### src/design/tsgm_pkg.sv
// Shared types and constants for the two-suitor matching block
package tsgm_pkg;

   localparam int DEFAULT_MAX_VERTICES = 1024;
   localparam int DEFAULT_MAX_EDGES    = 8192;

   localparam int SLOT_W = 14;
   localparam int VID_W  = 11;
   localparam int WT_W   = 32;
   localparam int ACT_W  = 2;
   localparam int CSR_AW = 3;

   localparam logic [ACT_W-1:0] ACT_ROW  = 2'd0;
   localparam logic [ACT_W-1:0] ACT_EDGE = 2'd1;
   localparam logic [ACT_W-1:0] ACT_RUN  = 2'd2;
   localparam logic [ACT_W-1:0] ACT_READ = 2'd3;

   localparam logic REG_VERTEX_COUNT = 1'b0;
   localparam logic [VID_W-1:0] VERTEX_COUNT_RESET = 11'd1;

   typedef struct packed {
      logic [ACT_W-1:0]  action;
      logic [SLOT_W-1:0] slot;
      logic [SLOT_W-1:0] row_value;
      logic [VID_W-1:0]  neighbor;
      logic [WT_W-1:0]   edge_weight_in;
   } req_type;

   typedef struct packed {
      logic              status;
      logic [VID_W-1:0]  out_first_suitor;
      logic [WT_W-1:0]   out_first_weight;
      logic [VID_W-1:0]  out_second_suitor;
      logic [WT_W-1:0]   out_second_weight;
   } rsp_type;

   typedef struct packed {
      logic [VID_W-1:0] target;
      logic [WT_W-1:0]  weight;
   } edge_type;

   typedef struct packed {
      logic [VID_W-1:0] best_s;
      logic [WT_W-1:0]  best_w;
      logic [VID_W-1:0] ru_s;
      logic [WT_W-1:0]  ru_w;
   } suitor_type;

   typedef struct packed {
      logic accept;
      logic clr_start;
      logic clr_step;
      logic run_init;
      logic row_rd_lo;
      logic row_rd_hi;
      logic scan_init;
      logic edge_rd;
      logic suit_rd;
      logic eval;
      logic edge_skip;
      logic mate_rd;
      logic mate_wr;
      logic next_prop;
      logic rsp_read;
      logic rsp_run;
   } cmd_type;

   typedef struct packed {
      logic clr_last;
      logic n_zero;
      logic scan_done;
      logic y_ok;
      logic prop_none;
      logic bumped_zero;
      logic run_last;
   } stat_type;

endpackage

### src/design/tsgm_ctrl.sv
// Controller: handshake and sequencing of loads, reads, clearing and proposals
module tsgm_ctrl (
   input  logic                        clock,
   input  logic                        reset,
   input  logic                        req_valid,
   input  logic [tsgm_pkg::ACT_W-1:0]  req_action,
   output logic                        req_stall,
   output logic                        rsp_valid,
   input  logic                        rsp_stall,
   output tsgm_pkg::cmd_type           cmd,
   input  tsgm_pkg::stat_type          stat
);

   localparam logic [3:0] S_RST_CLR   = 4'd0;
   localparam logic [3:0] S_IDLE      = 4'd1;
   localparam logic [3:0] S_RD_WAIT   = 4'd2;
   localparam logic [3:0] S_RUN_CLR   = 4'd3;
   localparam logic [3:0] S_ROW_LO    = 4'd4;
   localparam logic [3:0] S_ROW_HI    = 4'd5;
   localparam logic [3:0] S_SCAN_INIT = 4'd6;
   localparam logic [3:0] S_SCAN      = 4'd7;
   localparam logic [3:0] S_EDGE_W    = 4'd8;
   localparam logic [3:0] S_SUIT_W    = 4'd9;
   localparam logic [3:0] S_MATE_W    = 4'd10;
   localparam logic [3:0] S_NEXT      = 4'd11;
   localparam logic [3:0] S_RUN_DONE  = 4'd12;

   logic [3:0] state_ff, state_in;
   logic       rsp_valid_ff, rsp_valid_in;
   logic       can_accept, acc, rsp_set;

   // the result register drains in the same cycle a new item enters
   assign can_accept = (state_ff == S_IDLE) && (!rsp_valid_ff || !rsp_stall);
   assign acc        = req_valid && can_accept;

   always_comb begin
      cmd      = '0;
      state_in = state_ff;
      rsp_set  = 1'b0;
      case (state_ff)
         S_RST_CLR: begin
            cmd.clr_step = 1'b1;
            if (stat.clr_last) state_in = S_IDLE;
         end
         S_IDLE: begin
            if (acc) begin
               cmd.accept = 1'b1;
               case (req_action)
                  tsgm_pkg::ACT_ROW, tsgm_pkg::ACT_EDGE: begin
                     rsp_set = 1'b1;
                  end
                  tsgm_pkg::ACT_RUN: begin
                     cmd.clr_start = 1'b1;
                     state_in      = S_RUN_CLR;
                  end
                  default: begin
                     state_in = S_RD_WAIT;
                  end
               endcase
            end
         end
         S_RD_WAIT: begin
            cmd.rsp_read = 1'b1;
            rsp_set      = 1'b1;
            state_in     = S_IDLE;
         end
         S_RUN_CLR: begin
            cmd.clr_step = 1'b1;
            if (stat.clr_last) begin
               if (stat.n_zero) begin
                  state_in = S_RUN_DONE;
               end else begin
                  cmd.run_init = 1'b1;
                  state_in     = S_ROW_LO;
               end
            end
         end
         S_ROW_LO: begin
            cmd.row_rd_lo = 1'b1;
            state_in      = S_ROW_HI;
         end
         S_ROW_HI: begin
            cmd.row_rd_hi = 1'b1;
            state_in      = S_SCAN_INIT;
         end
         S_SCAN_INIT: begin
            cmd.scan_init = 1'b1;
            state_in      = S_SCAN;
         end
         S_SCAN: begin
            if (stat.scan_done) begin
               if (stat.prop_none) begin
                  state_in = S_NEXT;
               end else begin
                  cmd.mate_rd = 1'b1;
                  state_in    = S_MATE_W;
               end
            end else begin
               cmd.edge_rd = 1'b1;
               state_in    = S_EDGE_W;
            end
         end
         S_EDGE_W: begin
            if (stat.y_ok) begin
               cmd.suit_rd = 1'b1;
               state_in    = S_SUIT_W;
            end else begin
               cmd.edge_skip = 1'b1;
               state_in      = S_SCAN;
            end
         end
         S_SUIT_W: begin
            cmd.eval = 1'b1;
            state_in = S_SCAN;
         end
         S_MATE_W: begin
            cmd.mate_wr = 1'b1;
            // a displaced runner-up proposes again right away
            if (stat.bumped_zero) begin
               state_in = S_NEXT;
            end else begin
               state_in = S_ROW_LO;
            end
         end
         S_NEXT: begin
            if (stat.run_last) begin
               state_in = S_RUN_DONE;
            end else begin
               cmd.next_prop = 1'b1;
               state_in      = S_ROW_LO;
            end
         end
         S_RUN_DONE: begin
            cmd.rsp_run = 1'b1;
            rsp_set     = 1'b1;
            state_in    = S_IDLE;
         end
         default: begin
            state_in = S_IDLE;
         end
      endcase
   end

   always_comb begin
      if (rsp_set) begin
         rsp_valid_in = 1'b1;
      end else if (rsp_valid_ff && !rsp_stall) begin
         rsp_valid_in = 1'b0;
      end else begin
         rsp_valid_in = rsp_valid_ff;
      end
   end

   always_ff @(posedge clock) begin
      if (reset) begin
         state_ff     <= S_RST_CLR;
         rsp_valid_ff <= 1'b0;
      end else begin
         state_ff     <= state_in;
         rsp_valid_ff <= rsp_valid_in;
      end
   end

   assign req_stall = !can_accept;
   assign rsp_valid = rsp_valid_ff;

endmodule

### config.mk
export PLATFORM = sky130hd
export DESIGN_NAME = tsgm_ctrl
export DESIGN_NICKNAME = d
export VERILOG_FILES = /design/src/design/tsgm_pkg.sv /design/src/design/tsgm_ctrl.sv
export SDC_FILE = /design/constraint.sdc
export NUM_CORES = 1
export LEC_CHECK = 0
export BUFFER_PORTS_ARGS = -buffer_cell sky130_fd_sc_hd__buf_4
export CAP_MARGIN = 20
export CORE_UTILIZATION = 30
export CTS_CLUSTER_SIZE = 14
export DETAILED_ROUTE_END_ITERATION = 10
export PLACE_DENSITY = 0.69
export SYNTH_ARGS = -nofsm -noshare
export SYNTH_HDL_FRONTEND = slang
export SYNTH_SLANG_ARGS = --single-unit
### constraint.sdc
create_clock -name clock -period 1.6 [get_ports clock]
set_clock_uncertainty 0.15 [all_clocks]
set_input_delay 0.08 -clock clock [delete_from_list [all_inputs] [get_ports clock]]
set_output_delay 0.08 -clock clock [all_outputs]
set_load 0.05 [all_outputs]
==> results by group <==
Synth
  – Net count after synthesis: 95
  – Most common cell in the synthesized netlist: nand2_1
  – Yosys reg bits: 5
  – Dominant cells by area after synthesis: dfxtp_1 15%, nand2_1 6.8%, nor3_1 5.3%, nand2b_1 3.8%, buf_4 3.4%
  – Number of synthesized flops with an enable pin: 0
  – Seq/Total Area, Yosys: 0.1515
  – Synth warn: 0
  – Post-Syn Area per Cell: 8.057 um^2
  – Mapped cell area: about 660 um^2
  – Post-synth ARST share: 0
  – Top cells by instance count after synthesis: 12 x nand2_1, 7 x nor3_1, 5 x dfxtp_1
  – Post-synth cell types: 47
  – Mapped Cells: 82
  – Synth top area share: 0.1515
  – Synth area leader: dfxtp_1
  – Main synth FF type: dfxtp_1

GRT
  – Vias in the first global route: between 800 and 900
  – Initial antenna violation count: 0
  – GRT overflow: 0
  – Pin count of the biggest net entering global routing: 11
  – First-pass GRT wire length: 4.084 mm
  – All-Layer GR Usage: 0.2263

Detailed routing
  – Vias per Instance: 5.393
  – First DRT Iteration DRCs: 19
  – TritonRoute pass-1 iters: 4
  – Drt total wl: roughly 2.9 mm
  – WL per Instance: 17.39 um
  – DR vias: approximately 910
  – DRC viols: 0
  – Antenna Nets Post-Route: 0

STA
  – Slew Viols, Final: 0
  – Setup_tns: -1.865 ns
  – Fin crit share: 1.144
  – Crit path time final: roughly 1.8 ns
  – Final Hold Fails: 0
  – Relative slew slack: 0.7181
  – Post-route setup slack: -0.2298 ns
  – # setup viols final: 17
  – Unrepaired setup endpoints after global routing: true
  – Max frequency: 0.5465 GHz
  – Least-Margin Pin Slew: about 0.42 ns

Power and ir drop
  – Sequential power share: 0.218
  – Combinational Power Share: 0.512
  – Net Sw Power: 0.2588 mW
  – Switching share of power: 0.4058
  – Pint: 0.3788 mW
  – Total power: 0.6376 mW
  – Peak supply drop: 341.6 uV
  – Power Density: 427.1 nW/um^2
  – Clk pwr share: 0.270
  – Static Leak: approximately 0.62 nW

Clock network
  – Num CTS Buffers: 3
  – Htree depth: 1
  – CTS tree: yes
  – Clk sinks: 5
  – Register clock-pin slew on the reported worst setup and hold paths: 0.07 ns
  – Later-pin clock latency in the skew report: 0.27 ns
  – CTS root buf: clkbuf_4
  – CTS max path bufs: 2

Setup path
  – Crit. End Element: primary output
  – Crit Path Class: reg2out
  – Crit Path Max Fanout: 4
  – WP buf/inv: 2
  – Critical path cell sequence: buf_6 > nor4b_4 > and3_4 > and3b_2 > buf_8
  – Cell family with most CP delay: simple AND/OR/NAND/NOR gates
  – Crit-path slowest cell: dfxtp_2
  – Required time worst endpoint: 1.37 ns
  – Max incr delay on CP: 0.34 ns
  – Crit path launch type: register
  – CP arrival: around 1.6 ns

Cells and area
  – # fillers: 145
  – Multi-input logic area: 734.5 um^2
  – Fin cells: approximately 170
  – Cell area after layout: 1493 um^2
  – Inserted Diodes: 0
  – Layout cells sized above 1: 0.7801
  – Nets: 155
  – Register area: 112.6 um^2
  – Area growth syn-to-layout: 125.9%

Die
  – Die span in x: 48.93 um
  – Core area: 2022 um^2
  – Die ar.: about 2400 um^2
  – Row cnt: 16
  – Boundary Pins: 31
  – Die height: 48.93 um
  – Initial Util: 0.3267

Place
  – Dpl cells: 152
  – Placer Congestion: 0.8098
  – Detailed Place HPWL: 1.692 mm
  – I/O Buffers: 30
  – DP Area: 1115 um^2
  – Pre-CTS WS: -0.05099 ns

Run status
  – Status: finished with violations
  – Failing checks: negative setup slack

Run
  – Max Cap Viol: 0

Hold path
  – Worst Hold Class: in2reg
==> metrics by stage <==
step / util / hold WS (ns)
after CTS: 0.6646 / 0.002780
final: 0.7382 / 0.02923
after global routing: 0.7382 / 0.02976
after floorplan: - / -0.001470
after detailed placement: 0.5514 / 0.1503
after global placement: 0.5514 / 0.1441
==> metal layers <==
layer,share of wire,up-vias,track usage
li1,-,432,-
met1,0.45,445,0.2849
met2,0.51,23,0.3889
met3,0.030,6,0.04050
met4,0.013,0,0.06863
met5,0,-,0
==> tightest hold or removal path, stage by stage <==
cell and delay (ns):
buf_4 0.12, nand3b_1 0.07, a31oi_1 0.10
==> layout by cell type, fill, tap and decap left out, drive strengths merged, types with 2 or more instances in the layout <==
| cell | netlist | final |
|---|---|---|
| o32a | 2 | 2 |
| nor3 | 7 | 7 |
| a21oi | 3 | 3 |
| buf | 7 | 62 |
| nand2 | 12 | 12 |
| nor3b | 2 | 2 |
| nor4bb | 2 | 2 |
| nor4b | 2 | 2 |
| inv | 2 | 2 |
| or2 | 3 | 3 |
| and4bb | 2 | 2 |
| clkbuf | 1 | 4 |
| nor4 | 2 | 2 |
| dfxtp | 5 | 5 |
| nand2b | 4 | 4 |
| mux2 | 2 | 2 |
| nor2 | 4 | 4 |
| o21ai | 2 | 2 |
==> final timing paths <==
path / endpoint / from / slack (ns) / cells after the start
setup / recovery: cmd[14] / state_ff[3] / -0.23 / 5
hold / removal: rsp_valid / req_valid / 0.03 / 3
setup reg to reg: state_ff[0] / state_ff[2] / -0.15 / 5
hold reg to reg: rsp_valid / rsp_valid / 0.47 / 2
==> cell type report <==
type,instances,share of cell area
clock buffer,4,0.01760
inverter,2,0.005029
multi-input combinational,67,0.4920
sequential,5,0.07544
tap,27,0.02263
timing repair buffer,63,0.3873
==> state kept, by name (all words and copies together), names as in the netlist <==
register   flops
state_ff       4
rsp_valid      1
==> what timing repair did <==
item	CTS	global route
gates resized for setup	32	29
endpoints found under the hold margin	5	0
buffers inserted	10	3
hold buffers	1	0
endpoints found under the setup margin	18	20
pin swaps	5	8
==> power groups by stage <==
stage          clock network, mW  registers [mW]  logic, mW
4_1_cts                    0.153           0.137      0.284
3_3_place_gp                   0           0.140      0.238
5_1_grt                    0.186           0.140      0.342
6_report                   0.172           0.139      0.326
3_5_place_dp                   0           0.141      0.241
2_1_floorplan                  0           0.141      0.163
==> cells by family (layout without fill, tap and decap cells) <==
kind of cell	Yosys count	after routing	synth area share
and+or+nand+nor	46	46	0.4375
AOI/OAI and AO/OA	18	18	0.2557
buffers and inverters	10	69	0.1004
DFF	5	5	0.1515
muxes	3	3	0.05492
No activity file was read; power rests on OpenSTA's default activity.
